$ cat src/rtl/core/ptp_pkg.sv
// Shared types, codes and constant tables of the partition table parser.
package ptp_pkg;

	typedef enum logic [1:0] {
		PH_IDLE,
		PH_MBR,
		PH_HDR,
		PH_ARR
	} phase_t;

	localparam logic [1:0] CMD_START = 2'd0;
	localparam logic [1:0] CMD_BYTE  = 2'd1;
	localparam logic [1:0] CMD_FAIL  = 2'd2;

	localparam logic [1:0] KIND_READ   = 2'd0;
	localparam logic [1:0] KIND_RECORD = 2'd1;
	localparam logic [1:0] KIND_NAME   = 2'd2;
	localparam logic [1:0] KIND_DONE   = 2'd3;

	localparam logic [1:0] SCHEME_NONE = 2'd0;
	localparam logic [1:0] SCHEME_MBR  = 2'd1;
	localparam logic [1:0] SCHEME_GPT  = 2'd2;

	localparam int NSLOT     = 6;
	localparam int SLOT_PRIM = 0;
	localparam int SLOT_TAIL = 5;

	localparam logic [8:0] MBR_TABLE_START = 9'h1BE;
	localparam logic [8:0] MBR_TABLE_END   = 9'h1FE;
	localparam logic [8:0] SIG_LOW_OFS     = 9'd510;
	localparam logic [8:0] LAST_OFS        = 9'd511;
	localparam logic [7:0] SIG_LOW         = 8'h55;
	localparam logic [7:0] SIG_HIGH        = 8'hAA;
	localparam logic [7:0] TYPE_PROTECTIVE = 8'hEE;

	localparam logic [8:0] HDR_SIG_LEN    = 9'd8;
	localparam logic [8:0] HDR_ARRAY_OFS  = 9'd72;
	localparam logic [8:0] HDR_TOTAL_OFS  = 9'd80;
	localparam logic [8:0] HDR_SIZE_OFS   = 9'd84;
	localparam logic [8:0] HDR_SIZE_END   = 9'd88;

	localparam logic [9:0] GUID_END   = 10'd16;
	localparam logic [9:0] START_OFS  = 10'd32;
	localparam logic [9:0] END_OFS    = 10'd40;
	localparam logic [9:0] END_LAST   = 10'd47;
	localparam logic [9:0] END_END    = 10'd48;
	localparam logic [9:0] NAME_START = 10'd56;
	localparam logic [9:0] NAME_END   = 10'd128;

	localparam logic [31:0] ENTRY_MIN = 32'd128;
	localparam logic [31:0] ENTRY_MAX = 32'd512;
	localparam logic [6:0]  CHAR_SUB  = 7'h3F;

	localparam logic [7:0] KNOWN_GUID [6][16] = '{
		'{8'h28,8'h73,8'h2A,8'hC1,8'h1F,8'hF8,8'hD2,8'h11,
		  8'hBA,8'h4B,8'h00,8'hA0,8'hC9,8'h3E,8'hC9,8'h3B},
		'{8'hA2,8'hA0,8'hD0,8'hEB,8'hE5,8'hB9,8'h33,8'h44,
		  8'h87,8'hC0,8'h68,8'hB6,8'hB7,8'h26,8'h99,8'hC7},
		'{8'h16,8'hE3,8'hC9,8'hE3,8'h5C,8'h0B,8'hB8,8'h4D,
		  8'h81,8'h7D,8'hF9,8'h2D,8'hF0,8'h02,8'h15,8'hAE},
		'{8'hAF,8'h3D,8'hC6,8'h0F,8'h83,8'h84,8'h72,8'h47,
		  8'h8E,8'h79,8'h3D,8'h69,8'hD8,8'h47,8'h7D,8'hE4},
		'{8'h6D,8'hFD,8'h57,8'h06,8'hAB,8'hA4,8'hC4,8'h43,
		  8'h84,8'hE5,8'h09,8'h33,8'hC8,8'h4B,8'h4F,8'h4F},
		'{8'h00,8'h53,8'h46,8'h48,8'h00,8'h00,8'hAA,8'h11,
		  8'hAA,8'h11,8'h00,8'h30,8'h65,8'h43,8'hEC,8'hAC}
	};

	localparam logic [7:0] HDR_SIG [8] = '{
		8'h45, 8'h46, 8'h49, 8'h20, 8'h50, 8'h41, 8'h52, 8'h54
	};

	typedef struct packed {
		logic [1:0]  kind;
		logic [1:0]  scheme;
		logic [3:0]  part_index;
		logic [63:0] read_lba;
		logic [63:0] part_first;
		logic [63:0] part_size;
		logic [7:0]  legacy_type;
		logic [2:0]  gpt_type;
		logic [6:0]  name_char;
	} item_t;

	function automatic item_t make_item(input logic [1:0] kind, input logic [1:0] scheme,
			input logic [3:0] idx, input logic [63:0] lba, input logic [63:0] ls,
			input logic [63:0] lc, input logic [7:0] mt, input logic [2:0] gt,
			input logic [6:0] ch);
		item_t r;
		r.kind        = kind;
		r.scheme      = scheme;
		r.part_index  = idx;
		r.read_lba    = lba;
		r.part_first  = ls;
		r.part_size   = lc;
		r.legacy_type = mt;
		r.gpt_type    = gt;
		r.name_char   = ch;
		return r;
	endfunction

endpackage

$ cat src/rtl/core/ptp_core.sv
// Scan state and per-item decoding of sector bytes into a bundle of results.
module ptp_core #(
	parameter int MAX_PARTITIONS = 16,
	parameter int NAME_CAP       = 36
) (
	input  logic                clk,
	input  logic                arst_n,
	input  logic                accept,
	input  logic [1:0]          command,
	input  logic [1:0]          drive,
	input  logic [7:0]          data_byte,
	output ptp_pkg::item_t      slots [ptp_pkg::NSLOT],
	output logic [ptp_pkg::NSLOT-1:0] pend,
	output logic [1:0]          bundle_drive
);

	localparam int FW = $clog2(MAX_PARTITIONS + 1);

	ptp_pkg::phase_t phase_q, n_phase;
	logic [1:0]  drive_q, n_drive;
	logic [8:0]  offset_q, n_offset;
	logic [7:0]  mtype_q  [4];
	logic [31:0] mstart_q [4];
	logic [31:0] mcount_q [4];
	logic        prot_q, n_prot, hdr_ok_q, n_hdr_ok, sig_low_q, n_sig_low;
	logic [63:0] array_lba_q, n_array_lba;
	logic [31:0] total_q, n_total, size_q, n_size;
	logic [9:0]  ebytes_q, n_ebytes, pos_q, n_pos;
	logic [2:0]  per_q, n_per, num_q, n_num;
	logic [31:0] sread_q, n_sread;
	logic [33:0] base_q, n_base;
	logic [FW-1:0] found_q, n_found;
	logic [3:0]  slot_q, n_slot;
	logic        gaz_q, n_gaz, nend_q, n_nend;
	logic [5:0]  gm_q, n_gm, nlen_q, n_nlen;
	logic [63:0] start_q, n_start, end_q, n_end;
	logic [7:0]  low_q, n_low;

	logic        mbr_wr;
	logic [1:0]  mbr_e;
	logic [3:0]  mbr_f;
	logic [8:0]  mo;
	logic        do_report, in_use;
	logic [FW-1:0] cnt;
	logic [2:0]  gt;
	logic [15:0] code;
	logic [33:0] nb;

	always_comb begin
		n_phase = phase_q; n_drive = drive_q; n_offset = offset_q;
		n_prot = prot_q; n_hdr_ok = hdr_ok_q; n_sig_low = sig_low_q;
		n_array_lba = array_lba_q; n_total = total_q; n_size = size_q;
		n_ebytes = ebytes_q; n_pos = pos_q; n_per = per_q; n_num = num_q;
		n_sread = sread_q; n_base = base_q; n_found = found_q; n_slot = slot_q;
		n_gaz = gaz_q; n_nend = nend_q; n_gm = gm_q; n_nlen = nlen_q;
		n_start = start_q; n_end = end_q; n_low = low_q;
		for (int i = 0; i < ptp_pkg::NSLOT; i++) begin
			slots[i] = '0;
		end
		pend = '0;
		mbr_wr = 1'b0;
		mo = offset_q - ptp_pkg::MBR_TABLE_START;
		mbr_e = mo[5:4];
		mbr_f = mo[3:0];
		do_report = 1'b0;
		in_use = 1'b0;
		cnt = '0;
		gt = '0;
		code = '0;
		nb = '0;

		if (accept) begin
			case (command)
				ptp_pkg::CMD_START: begin
					n_drive = drive; n_phase = ptp_pkg::PH_MBR; n_offset = '0;
					n_sig_low = 1'b0; n_prot = 1'b0; n_found = '0;
					slots[ptp_pkg::SLOT_TAIL] = ptp_pkg::make_item(ptp_pkg::KIND_READ,
						ptp_pkg::SCHEME_NONE, '0, '0, '0, '0, '0, '0, '0);
					pend[ptp_pkg::SLOT_TAIL] = 1'b1;
				end
				ptp_pkg::CMD_BYTE: begin
					if (phase_q != ptp_pkg::PH_IDLE) begin
						n_offset = offset_q + 9'd1;
						case (phase_q)
							ptp_pkg::PH_MBR: begin
								if (offset_q >= ptp_pkg::MBR_TABLE_START &&
										offset_q < ptp_pkg::MBR_TABLE_END) begin
									mbr_wr = 1'b1;
									if (mbr_f == 4'd4 && data_byte == ptp_pkg::TYPE_PROTECTIVE)
										n_prot = 1'b1;
								end else if (offset_q == ptp_pkg::SIG_LOW_OFS) begin
									n_sig_low = (data_byte == ptp_pkg::SIG_LOW);
								end else if (offset_q == ptp_pkg::LAST_OFS) begin
									if (!(sig_low_q && data_byte == ptp_pkg::SIG_HIGH)) begin
										slots[ptp_pkg::SLOT_TAIL] = ptp_pkg::make_item(
											ptp_pkg::KIND_DONE, ptp_pkg::SCHEME_NONE,
											'0, '0, '0, '0, '0, '0, '0);
										pend[ptp_pkg::SLOT_TAIL] = 1'b1;
										n_phase = ptp_pkg::PH_IDLE;
									end else if (prot_q) begin
										n_phase = ptp_pkg::PH_HDR; n_hdr_ok = 1'b1;
										n_array_lba = '0; n_total = '0; n_size = '0;
										slots[ptp_pkg::SLOT_TAIL] = ptp_pkg::make_item(
											ptp_pkg::KIND_READ, ptp_pkg::SCHEME_NONE,
											'0, 64'd1, '0, '0, '0, '0, '0);
										pend[ptp_pkg::SLOT_TAIL] = 1'b1;
									end else begin
										do_report = 1'b1;
									end
								end
							end
							ptp_pkg::PH_HDR: begin
								if (offset_q < ptp_pkg::HDR_SIG_LEN) begin
									if (data_byte != ptp_pkg::HDR_SIG[offset_q[2:0]])
										n_hdr_ok = 1'b0;
								end else if (offset_q >= ptp_pkg::HDR_ARRAY_OFS &&
										offset_q < ptp_pkg::HDR_TOTAL_OFS) begin
									if (offset_q[2:0] == 3'd0) n_array_lba = {56'd0, data_byte};
									else n_array_lba[offset_q[2:0]*8 +: 8] = data_byte;
								end else if (offset_q >= ptp_pkg::HDR_TOTAL_OFS &&
										offset_q < ptp_pkg::HDR_SIZE_OFS) begin
									if (offset_q[1:0] == 2'd0) n_total = {24'd0, data_byte};
									else n_total[offset_q[1:0]*8 +: 8] = data_byte;
								end else if (offset_q >= ptp_pkg::HDR_SIZE_OFS &&
										offset_q < ptp_pkg::HDR_SIZE_END) begin
									if (offset_q[1:0] == 2'd0) n_size = {24'd0, data_byte};
									else n_size[offset_q[1:0]*8 +: 8] = data_byte;
								end else if (offset_q == ptp_pkg::LAST_OFS) begin
									if (hdr_ok_q && size_q >= ptp_pkg::ENTRY_MIN &&
											size_q <= ptp_pkg::ENTRY_MAX) begin
										n_ebytes = size_q[9:0]; n_sread = '0;
										n_found = '0; n_base = '0;
										if (size_q == 32'd128) n_per = 3'd4;
										else if (size_q <= 32'd170) n_per = 3'd3;
										else if (size_q <= 32'd256) n_per = 3'd2;
										else n_per = 3'd1;
										if (total_q == '0) begin
											slots[ptp_pkg::SLOT_TAIL] = ptp_pkg::make_item(
												ptp_pkg::KIND_DONE, ptp_pkg::SCHEME_GPT,
												'0, '0, '0, '0, '0, '0, '0);
											n_phase = ptp_pkg::PH_IDLE;
										end else begin
											n_phase = ptp_pkg::PH_ARR; n_pos = '0; n_num = '0;
											slots[ptp_pkg::SLOT_TAIL] = ptp_pkg::make_item(
												ptp_pkg::KIND_READ, ptp_pkg::SCHEME_NONE,
												'0, array_lba_q, '0, '0, '0, '0, '0);
										end
										pend[ptp_pkg::SLOT_TAIL] = 1'b1;
									end else begin
										do_report = 1'b1;
									end
								end
							end
							default: begin
								in_use = (num_q < per_q) &&
									(({1'b0, base_q} + 35'(num_q)) < 35'(total_q));
								if (in_use) begin
									if (pos_q == '0) begin
										n_gaz = 1'b1; n_gm = 6'h3F; n_nlen = '0;
										n_nend = 1'b0; n_start = '0; n_end = '0;
									end
									if (pos_q < ptp_pkg::GUID_END) begin
										if (data_byte != 8'd0) n_gaz = 1'b0;
										for (int t = 0; t < 6; t++) begin
											if (data_byte != ptp_pkg::KNOWN_GUID[t][pos_q[3:0]])
												n_gm[t] = 1'b0;
										end
									end else if (pos_q >= ptp_pkg::START_OFS &&
											pos_q < ptp_pkg::END_OFS) begin
										if (pos_q[2:0] == 3'd0) n_start = {56'd0, data_byte};
										else n_start[pos_q[2:0]*8 +: 8] = data_byte;
									end else if (pos_q >= ptp_pkg::END_OFS &&
											pos_q < ptp_pkg::END_END) begin
										if (pos_q[2:0] == 3'd0) n_end = {56'd0, data_byte};
										else n_end[pos_q[2:0]*8 +: 8] = data_byte;
										if (pos_q == ptp_pkg::END_LAST) begin
											if (n_gaz || found_q >= FW'(MAX_PARTITIONS)) begin
												n_nend = 1'b1;
											end else begin
												for (int t = 5; t >= 0; t--) begin
													if (n_gm[t]) gt = 3'(t + 1);
												end
												n_slot = 4'(found_q);
												slots[ptp_pkg::SLOT_PRIM] = ptp_pkg::make_item(
													ptp_pkg::KIND_RECORD, ptp_pkg::SCHEME_GPT,
													4'(found_q), '0, n_start,
													n_end - n_start + 64'd1, '0, gt, '0);
												pend[ptp_pkg::SLOT_PRIM] = 1'b1;
												n_found = found_q + FW'(1);
											end
										end
									end else if (pos_q >= ptp_pkg::NAME_START &&
											pos_q < ptp_pkg::NAME_END) begin
										if (!pos_q[0]) begin
											n_low = data_byte;
										end else if (!n_nend) begin
											code = {data_byte, low_q};
											if (code == '0 ||
													(7'(n_nlen) + 7'd1) >= 7'(NAME_CAP)) begin
												n_nend = 1'b1;
											end else begin
												slots[ptp_pkg::SLOT_PRIM] = ptp_pkg::make_item(
													ptp_pkg::KIND_NAME, ptp_pkg::SCHEME_NONE,
													slot_q, '0, '0, '0, '0, '0,
													(code < 16'h80) ? code[6:0] : ptp_pkg::CHAR_SUB);
												pend[ptp_pkg::SLOT_PRIM] = 1'b1;
												n_nlen = n_nlen + 6'd1;
											end
										end
									end
								end
								if ((pos_q + 10'd1) >= ebytes_q) begin
									n_pos = '0; n_num = num_q + 3'd1;
								end else begin
									n_pos = pos_q + 10'd1;
								end
								if (offset_q == ptp_pkg::LAST_OFS) begin
									n_sread = sread_q + 32'd1;
									nb = base_q + 34'(per_q);
									n_base = nb;
									if (nb < 34'(total_q) && n_found < FW'(MAX_PARTITIONS)) begin
										n_pos = '0; n_num = '0;
										slots[ptp_pkg::SLOT_TAIL] = ptp_pkg::make_item(
											ptp_pkg::KIND_READ, ptp_pkg::SCHEME_NONE, '0,
											array_lba_q + 64'(n_sread), '0, '0, '0, '0, '0);
									end else begin
										slots[ptp_pkg::SLOT_TAIL] = ptp_pkg::make_item(
											ptp_pkg::KIND_DONE, ptp_pkg::SCHEME_GPT,
											'0, '0, '0, '0, '0, '0, '0);
										n_phase = ptp_pkg::PH_IDLE;
									end
									pend[ptp_pkg::SLOT_TAIL] = 1'b1;
								end
							end
						endcase
					end
				end
				ptp_pkg::CMD_FAIL: begin
					if (phase_q != ptp_pkg::PH_IDLE) begin
						n_offset = '0;
						case (phase_q)
							ptp_pkg::PH_HDR: do_report = 1'b1;
							default: begin
								slots[ptp_pkg::SLOT_TAIL] = ptp_pkg::make_item(ptp_pkg::KIND_DONE,
									(phase_q == ptp_pkg::PH_MBR) ? ptp_pkg::SCHEME_NONE :
									ptp_pkg::SCHEME_GPT, '0, '0, '0, '0, '0, '0, '0);
								pend[ptp_pkg::SLOT_TAIL] = 1'b1;
								n_phase = ptp_pkg::PH_IDLE;
							end
						endcase
					end
				end
				default: ;
			endcase

			if (do_report) begin
				cnt = found_q;
				for (int i = 0; i < 4; i++) begin
					if (mtype_q[i] != 8'd0 && mcount_q[i] != 32'd0 &&
							cnt < FW'(MAX_PARTITIONS)) begin
						slots[1 + i] = ptp_pkg::make_item(ptp_pkg::KIND_RECORD,
							ptp_pkg::SCHEME_MBR, 4'(cnt), '0, {32'd0, mstart_q[i]},
							{32'd0, mcount_q[i]}, mtype_q[i], '0, '0);
						pend[1 + i] = 1'b1;
						cnt = cnt + FW'(1);
					end
				end
				n_found = cnt;
				slots[ptp_pkg::SLOT_TAIL] = ptp_pkg::make_item(ptp_pkg::KIND_DONE,
					ptp_pkg::SCHEME_MBR, '0, '0, '0, '0, '0, '0, '0);
				pend[ptp_pkg::SLOT_TAIL] = 1'b1;
				n_phase = ptp_pkg::PH_IDLE;
			end
		end
	end

	assign bundle_drive = n_drive;

	always_ff @(posedge clk) begin
		if (mbr_wr) begin
			if (mbr_f == 4'd4) begin
				mtype_q[mbr_e] <= data_byte;
			end else if (mbr_f >= 4'd8 && mbr_f < 4'd12) begin
				if (mbr_f[1:0] == 2'd0) mstart_q[mbr_e] <= {24'd0, data_byte};
				else mstart_q[mbr_e][mbr_f[1:0]*8 +: 8] <= data_byte;
			end else if (mbr_f >= 4'd12) begin
				if (mbr_f[1:0] == 2'd0) mcount_q[mbr_e] <= {24'd0, data_byte};
				else mcount_q[mbr_e][mbr_f[1:0]*8 +: 8] <= data_byte;
			end
		end
	end

	always_ff @(posedge clk or negedge arst_n) begin
		if (!arst_n) begin
			phase_q <= ptp_pkg::PH_IDLE; drive_q <= '0; offset_q <= '0;
			prot_q <= 1'b0; hdr_ok_q <= 1'b0; sig_low_q <= 1'b0;
			array_lba_q <= '0; total_q <= '0; size_q <= '0;
			ebytes_q <= '0; pos_q <= '0; per_q <= '0; num_q <= '0;
			sread_q <= '0; base_q <= '0; found_q <= '0; slot_q <= '0;
			gaz_q <= 1'b1; nend_q <= 1'b0; gm_q <= 6'h3F; nlen_q <= '0;
			start_q <= '0; end_q <= '0; low_q <= '0;
		end else begin
			phase_q <= n_phase; drive_q <= n_drive; offset_q <= n_offset;
			prot_q <= n_prot; hdr_ok_q <= n_hdr_ok; sig_low_q <= n_sig_low;
			array_lba_q <= n_array_lba; total_q <= n_total; size_q <= n_size;
			ebytes_q <= n_ebytes; pos_q <= n_pos; per_q <= n_per; num_q <= n_num;
			sread_q <= n_sread; base_q <= n_base; found_q <= n_found; slot_q <= n_slot;
			gaz_q <= n_gaz; nend_q <= n_nend; gm_q <= n_gm; nlen_q <= n_nlen;
			start_q <= n_start; end_q <= n_end; low_q <= n_low;
		end
	end

endmodule

$ cat src/rtl/core/ptp_emit.sv
// Result bundle register and output register that hand out one result item per cycle while m_tready is high.
module ptp_emit (
	input  logic                clk,
	input  logic                arst_n,
	input  logic                load,
	input  ptp_pkg::item_t      slots_in [ptp_pkg::NSLOT],
	input  logic [ptp_pkg::NSLOT-1:0] pend_in,
	input  logic [1:0]          drive_in,
	output logic                free,
	output logic                m_tvalid,
	input  logic                m_tready,
	output logic [223:0]        m_tdata,
	output logic [1:0]          m_tuser,
	output logic                m_tlast
);

	ptp_pkg::item_t slots_q [ptp_pkg::NSLOT];
	logic [ptp_pkg::NSLOT-1:0] pend_q, rest;
	logic [1:0]  drive_q, out_drive_q;
	logic [2:0]  pick;
	logic        take;
	ptp_pkg::item_t out_q;
	logic        valid_q, last_q;

	always_comb begin
		pick = '0;
		for (int i = ptp_pkg::NSLOT - 1; i >= 0; i--) begin
			if (pend_q[i]) pick = 3'(i);
		end
		rest = pend_q & ~(ptp_pkg::NSLOT'(1) << pick);
		take = (pend_q != '0) && (!valid_q || m_tready);
		free = (pend_q == '0) || (take && rest == '0);
	end

	always_ff @(posedge clk) begin
		if (load && free) begin
			slots_q <= slots_in;
			drive_q <= drive_in;
		end
		if (take) begin
			out_q       <= slots_q[pick];
			last_q      <= (rest == '0);
			out_drive_q <= drive_q;
		end
	end

	always_ff @(posedge clk or negedge arst_n) begin
		if (!arst_n) begin
			pend_q  <= '0;
			valid_q <= 1'b0;
		end else begin
			if (load && free) pend_q <= pend_in;
			else if (take) pend_q <= rest;
			if (take) valid_q <= 1'b1;
			else if (m_tready) valid_q <= 1'b0;
		end
	end

	assign m_tvalid = valid_q;
	assign m_tlast  = last_q;
	assign m_tuser  = out_q.kind;
	assign m_tdata  = {6'd0, out_q.name_char, out_q.gpt_type, out_q.legacy_type,
		out_q.part_size, out_q.part_first, out_q.part_index, out_q.scheme,
		out_q.read_lba, out_drive_q};

endmodule

$ cat src/rtl/core/partition_table_parser.sv
// Top level of the partition table parser: input decoding and result output.
// Each input item is decoded in the cycle it is accepted and its results are
// registered as a bundle, which the output register hands out one item per
// cycle while m_tready is high. The input is held until the last item of the
// bundle is taken, so after items that cause at most one result (nearly every
// sector byte) a new item can be accepted every cycle while m_tready is high.
// Largest is the MBR report: up to four partition records and the done item.
module partition_table_parser #(
	parameter int MAX_PARTITIONS = 16,
	parameter int NAME_CAP       = 36
) (
	input  logic         clk,
	input  logic         arst_n,
	input  logic         s_tvalid,
	output logic         s_tready,
	input  logic [15:0]  s_tdata,  // drive [1:0], data_byte [9:2], zero padding
	input  logic [1:0]   s_tuser,  // command [1:0]
	output logic         m_tvalid,
	input  logic         m_tready,
	// read_drive [1:0], read_lba [65:2], scheme [67:66], part_index [71:68],
	// part_first [135:72], part_size [199:136], legacy_type [207:200],
	// gpt_type [210:208], name_char [217:211], zero padding
	output logic [223:0] m_tdata,
	output logic [1:0]   m_tuser,  // kind [1:0]
	output logic         m_tlast
);

	ptp_pkg::item_t slots [ptp_pkg::NSLOT];
	logic [ptp_pkg::NSLOT-1:0] pend;
	logic [1:0] bundle_drive;
	logic       free;
	logic       accept;

	assign s_tready = free;
	assign accept   = s_tvalid && free;

	ptp_core #(
		.MAX_PARTITIONS(MAX_PARTITIONS),
		.NAME_CAP(NAME_CAP)
	) u_core (
		.clk(clk),
		.arst_n(arst_n),
		.accept(accept),
		.command(s_tuser),
		.drive(s_tdata[1:0]),
		.data_byte(s_tdata[9:2]),
		.slots(slots),
		.pend(pend),
		.bundle_drive(bundle_drive)
	);

	ptp_emit u_emit (
		.clk(clk),
		.arst_n(arst_n),
		.load(accept),
		.slots_in(slots),
		.pend_in(pend),
		.drive_in(bundle_drive),
		.free(free),
		.m_tvalid(m_tvalid),
		.m_tready(m_tready),
		.m_tdata(m_tdata),
		.m_tuser(m_tuser),
		.m_tlast(m_tlast)
	);

endmodule

$ cat config.mk
export PLATFORM = sky130hd
export DESIGN_NAME = partition_table_parser
export DESIGN_NICKNAME = d
export VERILOG_FILES = /design/src/rtl/core/ptp_pkg.sv /design/src/rtl/core/ptp_core.sv /design/src/rtl/core/ptp_emit.sv /design/src/rtl/core/partition_table_parser.sv
export SDC_FILE = /design/constraint.sdc
export NUM_CORES = 2
export LEC_CHECK = 0
export BUFFER_PORTS_ARGS = -buffer_cell sky130_fd_sc_hd__buf_2
export CORE_ASPECT_RATIO = 1.75
export CORE_MARGIN = 8
export CORE_UTILIZATION = 55
export CTS_CLUSTER_SIZE = 28
export DETAILED_ROUTE_END_ITERATION = 8
export HOLD_SLACK_MARGIN = 0.06
export PLACE_DENSITY = 0.72
export SLEW_MARGIN = 20
export SYNTH_ARGS = -nofsm -noshare
export SYNTH_HDL_FRONTEND = slang
export SYNTH_SLANG_ARGS = --single-unit
$ cat constraint.sdc
create_clock -name clk -period 16.8 [get_ports clk]
set_clock_uncertainty 0.15 [all_clocks]
set_input_delay 1.68 -clock clk [delete_from_list [all_inputs] [get_ports clk]]
set_output_delay 1.68 -clock clk [all_outputs]
set_load 0.005 [all_outputs]
Yosys cells after proc, flatten, opt, wreduce, memory -nomap -nowiden
Memory sizes are Yosys's and may differ from the RTL's. Index checks and enable logic that the tools add are counted.

Bits in writable memories: 288. Register bits: 1929. Logic and storage cells: 835. Output and inout port bits: 229. Memories kept: 10. ROM bits: 832. Input bits: 22.

$add $sub $neg: 20. Order comparisons: 38. Equality and inequality tests: 58. Bitwise operators: 84. Shift-type cells: 9. Muxes and demuxes: 431. Reduce and logical (&&, ||, !) cells: 84.

Memories: (no name shown) (depth 16, width 8, read ports 1, clocked after Yosys merged registers in 0, write ports 0, RTL line ptp_core.sv:165) `if (data_byte != ptp_pkg::KNOWN_GUID[t][pos_q[3:0]])`; (no name shown) (depth 16, width 8, read ports 1, clocked after Yosys merged registers in 0, write ports 0, RTL line ptp_core.sv:165); (no name shown) (depth 16, width 8, read ports 1, clocked after Yosys merged registers in 0, write ports 0, RTL line ptp_core.sv:165); (no name shown) (depth 16, width 8, read ports 1, clocked after Yosys merged registers in 0, write ports 0, RTL line ptp_core.sv:165); (no name shown) (depth 16, width 8, read ports 1, clocked after Yosys merged registers in 0, write ports 0, RTL line ptp_core.sv:165); (no name shown) (depth 16, width 8, read ports 1, clocked after Yosys merged registers in 0, write ports 0, RTL line ptp_core.sv:165); +4 memories.

Operators with widths (count): 218-bit two-way mux (25); 64-bit two-way mux (35); 217-bit two-way mux (5); 218-bit case mux with 2 select lines (2); 32-bit two-way mux (23); 218-bit binary-select mux with 3-bit select (1); 34-bit two-way mux (7); 64-bit bitwise mux (3); 32-bit case mux with 2 select lines (3); 1-bit two-way mux (183); 147-bit two-way mux (1); 5-bit two-way mux (29); 6-bit two-way mux (23); 64-bit case mux with 2 select lines (1); 32-bit nonzero test (4); 8-bit by 34-bit variable shift with 64-bit output, first input constant (2); 8-bit by 34-bit indexed part select with 64-bit output (2); 8-bit two-way mux (14); 10-bit two-way mux (10); 3-bit two-way mux (24); 5-bit negation with 34-bit output (2); 6-bit negation with 34-bit output (2); 34-bit case mux with 2 select lines (1); 8-bit by 34-bit variable shift with 32-bit output, first input constant (2); 100 further kinds (320).

Longest topological paths before layout
Depth after elaboration: 33. Mapped depth: 27. Gate-level depth less buffers: 22.

Cells and area by module
A second synthesis with hierarchy kept.

Cells, all modules: 8498. Area total of the unflattened synthesis: 105293.5 µm².

By module, submodules not included: ptp_emit (cells each 2655, area an instance 54202.0 µm², instances 1, seq. area each 46149.3 µm²); ptp_core (cells each 5842, area an instance 51085.2 µm², instances 1, seq. area each 18541.5 µm²); partition_table_parser (cells each 1, area an instance 6.3 µm², instances 1, seq. area each 0.0 µm²).

Worst setup path before layout
Ideal clock, no wire load.

Kind: input port to flip-flop. Start point: input m_tready. End point: register u_emit.out_q, in the netlist u_emit.m_tdata[100] (enable). Cell stages on the path: 2. Path buffers: 0. Data required time: 15772 ps. Data arrival time: 12385 ps. Setup time: 878 ps. Slack: 3387 ps. Path through: nor2b_1 a21oi_1.

Longest elaborated chain between the ends: 2.

Ends and longest elaborated chain: start: declaration (RTL line partition_table_parser.sv:19) `input logic m_tready,`; 1-bit logical OR (RTL line ptp_emit.sv:31) `take = (pend_q != '0) && (!valid_q || m_tready);`; 1-bit logical AND (RTL line ptp_emit.sv:31); named net u_emit.take (RTL line ptp_emit.sv:21) `logic take;`; end signal: assignment (RTL line ptp_emit.sv:41) `out_q <= slots_q[pick];`; end: declaration (RTL line ptp_emit.sv:22) `ptp_pkg::item_t out_q;`.

The timed path passes the listed nets, and every way through them passes these cells. A chain may end at the register's enable or synchronous reset.

Worst setup path after layout
Start point: register u_core.pos_q[1]. End point: register u_emit.slots_q[1155] (netlist name) (data pin).

Longest elaborated chain between the ends: 22. Elaborated cells on any way between the ends: 60. Those cells by class: 3 x add/sub; 7 x order compare; 1 x eq/ne; 2 x shift; 40 x mux; 7 x reduce/logical.

Ends and longest elaborated chain: start: declaration (RTL line ptp_core.sv:28) `logic [9:0] ebytes_q, n_ebytes, pos_q, n_pos;`; start signal: assignment (RTL line ptp_core.sv:306) `ebytes_q <= n_ebytes; pos_q <= n_pos; per_q <= n_per; num_q <= n_num;`; parallel branches: the longest is 22 deep, another holds 6-bit negation with 34-bit output; end signal: assignment (RTL line ptp_emit.sv:37) `slots_q <= slots_in;`; end: declaration (RTL line ptp_emit.sv:17) `ptp_pkg::item_t slots_q [ptp_pkg::NSLOT];`.

Several ways; the timed one is not identified. The select of a mux whose other input is x is not followed.

==> flow_metrics.py <==
metrics = {
    "global_routing": {
        "grt_pass1_wl_microns": 306000,
        "grt_max_degree": 193,
        "grt_use_total": 0.284,
        "grt_pass1_vias": 51400,
        "antenna_found_initial": 11,
        "overflow": 0,
    },
    "sta": {
        "final_max_slew_viol_count": 0,
        "max_freq_ghz": 0.131,
        "hold_viol": 0,
        "max_slew_margin": 0.250,
        "tightest_slew_ps": 1130,
        "period_share": 0.456,
        "period_needed_ps": 7660,
        "setup_violations": 0,
        "tns_ps": 0,
        "rsz0062_at_grt": "false",
    },
    "synth": {
        "syn_area_sq_mm": 0.0708,
        "synth_top_area_frac": 0.437,
        "synth_seq_cells": 1432,
        "synth_area_leader_cell": "edfxtp_1",
        "syn_area_per_cell_sq_um": 11.1,
        "synth_area_leaders": "edfxtp_1 (44%), dfrtp_1 (14%), ha_1 (4.9%), nand2_1 (3.9%), o21ai_0 (2.8%)",
        "ys_warn_count": 0,
        "synth.distinct_cells": 96,
        "ys_async_sr_fraction": 0.281,
        "synth_flop_cell": "edfxtp_1",
        "yosysSeqAreaShare": 0.579,
        "synth_cells": 6395,
        "synth_edf_count": 1030,
    },
    "placed_design": {
        "portBuffers": 238,
        "post-dp-hpwl_microns": 138000,
        "gp_congestion": 0.946,
    },
    "routing": {
        "drt_iter0_drc": 5212,
        "drt-total-wl_microns": 205000,
        "routedWlPerCell_microns": 24.9,
        "vias": 52100,
        "vias_per_cell": 6.31,
        "firstDrtPassIters": 6,
        "drc": 0,
        "antenna_left": 0,
    },
    "job": {
        "drv_cap": 0,
    },
    "critical_path": {
        "slowest_stage": "dfrtp_1",
        "max_stage_delay_ps": 850,
        "criticalPathCategory": "flop to flop",
        "start_kind": "flop",
        "cpMostUsedCell": "o21ai_0",
        "worstPathMaxFanout": 89,
        "path_cells": "inv_1 > ha_1 > nand3_4 > buf_4 > buf_4 > nand2_1 > o21ai_0 > ha_1 > ha_1 > a21oi_1 > nand2_1 > o22ai_1 > o21ai_0 > a221oi_1 > o21ai_0 > a211o_1 > a31oi_1 > o21ai_0 > xnor2_1 > nor2_1",
        "crit_arrival_ps": 8030,
        "worstPathRequired_ps": 17170,
        "worstSetupEndpointType": "flop",
    },
    "clock_network": {
        "clk_latency_ps": 800,
        "cts-buffers-inserted": 133,
        "post_cts_resize_count": 0,
        "clkTransAtPathRegs_ps": 70,
        "cts.sinks": 1432,
        "cts_buffer_depth": 3,
        "cts_hold_buf": 0,
        "htreeDepth": 4,
        "post_cts.repair.setup_buffers": 0,
        "cts_tree": "built",
        "cts_root_buffer": "clkbuf_16",
    },
    "layout": {
        "final_common_cell": "edfxtp_1",
        "multi_input_area_sq_mm": 0.0278,
        "fillers": 10200,
        "syn_to_final_growth_pct": 10.3,
        "drive_gt1_frac": 0.103,
        "layout.nets": 6758,
        "seq_area_sq_mm": 0.0410,
        "postLayoutCoreUtil": 0.610,
        "most-common-layout-cells": "edfxtp_1 (1030), nand2_1 (732), nor2_1 (455)",
    },
    "pwr": {
        "p_per_area_mw_per_mm2": 139,
        "power_leakage_nw": 31.2,
        "vdd_drop_max_uv": 179,
    },
    "floorplan": {
        "chipWidth_microns": 287,
        "fp.coreArea_sq_mm": 0.128,
        "die_area_sq_mm": 0.141,
        "rows": 174,
        "initial_core_util": 0.553,
        "die_y_microns": 490,
        "io_pins": 251,
    },
    "run_status": {
        "status": "completed",
    },
    "worst_hold_path": {
        "min_path_type": "flop to flop",
    },
}
## flip-flops by register name (all words and copies together), names as in the netlist, 8 cells and up
signal and cells:
u_core.array_lba_q 64, u_core.base_q 34, u_core.ebytes_q 10, u_core.end_q 64, u_core.low_q 8, u_core.mcount_q 128
u_core.mstart_q 128, u_core.mtype_q 32, u_core.offset_q 9, u_core.pos_q 10, u_core.size_q 32, u_core.sread_q 32
u_core.start_q 64, u_core.total_q 32, u_emit.m_tdata 216, u_emit.slots_q 519
## Yosys cell counts (all sizes together) (144+ instances only)
master,count
edfxtp,1030
and3,249
o21ai,407
a21oi,391
inv,144
dfrtp,395
and2,289
nand2,734
clkbuf,352
nor2,463
a21o,154
ha,279
## stage by stage
step	power [mW]	instances	worst slack, ps	hold slack (ps)	cell area (sq um)
2_1_floorplan	6.65	6400	3390	250	70800
3_3_place_gp	7.65	7989	9210	254	73300
3_5_place_dp	7.71	7989	9260	264	73300
4_1_cts	10.9	8236	9250	278	78000
5_1_grt	11.3	8238	8710	284	78000
6_report	10.9	8251	9140	275	78000
## metal layers
layer,global-route usage,share of wire,vias up
met4,0.204,0.082,6
met5,0,0.00027,-
met3,0.0478,0.070,681
met2,0.493,0.50,2302
met1,0.312,0.35,25500
li1,-,-,23600
## path summary, 6_finish.rpt
check | startpoint | end | slack [ps] | depth (start not counted)
setup / recovery | u_core.pos_q[1] | u_emit.slots_q[1155] | 9140 | 20
hold / removal | u_emit.drive_q[0] | u_emit.out_drive_q[0] | 270 | 0
setup reg to reg | u_core.pos_q[1] | u_emit.slots_q[1155] | 9140 | 20
hold reg to reg | u_emit.drive_q[0] | u_emit.out_drive_q[0] | 270 | 0
max in group asynchronous | arst_n | u_core.start_q[26] | 13570 | 3
min in group asynchronous | arst_n | u_core.array_lba_q[37] | 780 | 1
## critical path, delay by kind of cell, from the launching register on
family,cells,cell delay [ps]
adder cells (fa/ha/maj),3,1160
flip-flops,1,850
AO/OA/AOI/OAI,9,2920
XOR/XNOR,1,230
AND/OR/NAND/NOR,4,350
buffers and inverters,3,1700
## final cells by class
| type | instances | area share |
|---|---|---|
| Tap cell | 1672 | 0.0268 |
| Antenna cell | 14 | 0.000449 |
| Clock buffer | 165 | 0.0457 |
| Sequential cell | 1432 | 0.525 |
| Clock inverter | 82 | 0.0139 |
| Timing Repair Buffer | 326 | 0.0243 |
| Multi-Input combinational cell | 4416 | 0.357 |
| Inverter | 144 | 0.00702 |
## power breakdown
part	leakage [nW]	internal [mW]	switching, mW
combinational	13.8	0.857	2.06
sequential	15.1	4.55	0.193
clock	2.24	1.79	1.42
total	31.2	7.19	3.67
## cells by family (layout without fill, tap and decap cells)
group           after synthesis  after routing  synth area share
fa+ha+maj                   284            284            0.0506
compound gates             1533           1533             0.141
xor+xnor                    250            250            0.0309
simple gates               2297           2297             0.160
flops                      1432           1432             0.579
mux                          46             46           0.00718
other cells                   1             20         0.0000530
buf+inv                     552            717            0.0302
Power figures use the tool's default switching activity.
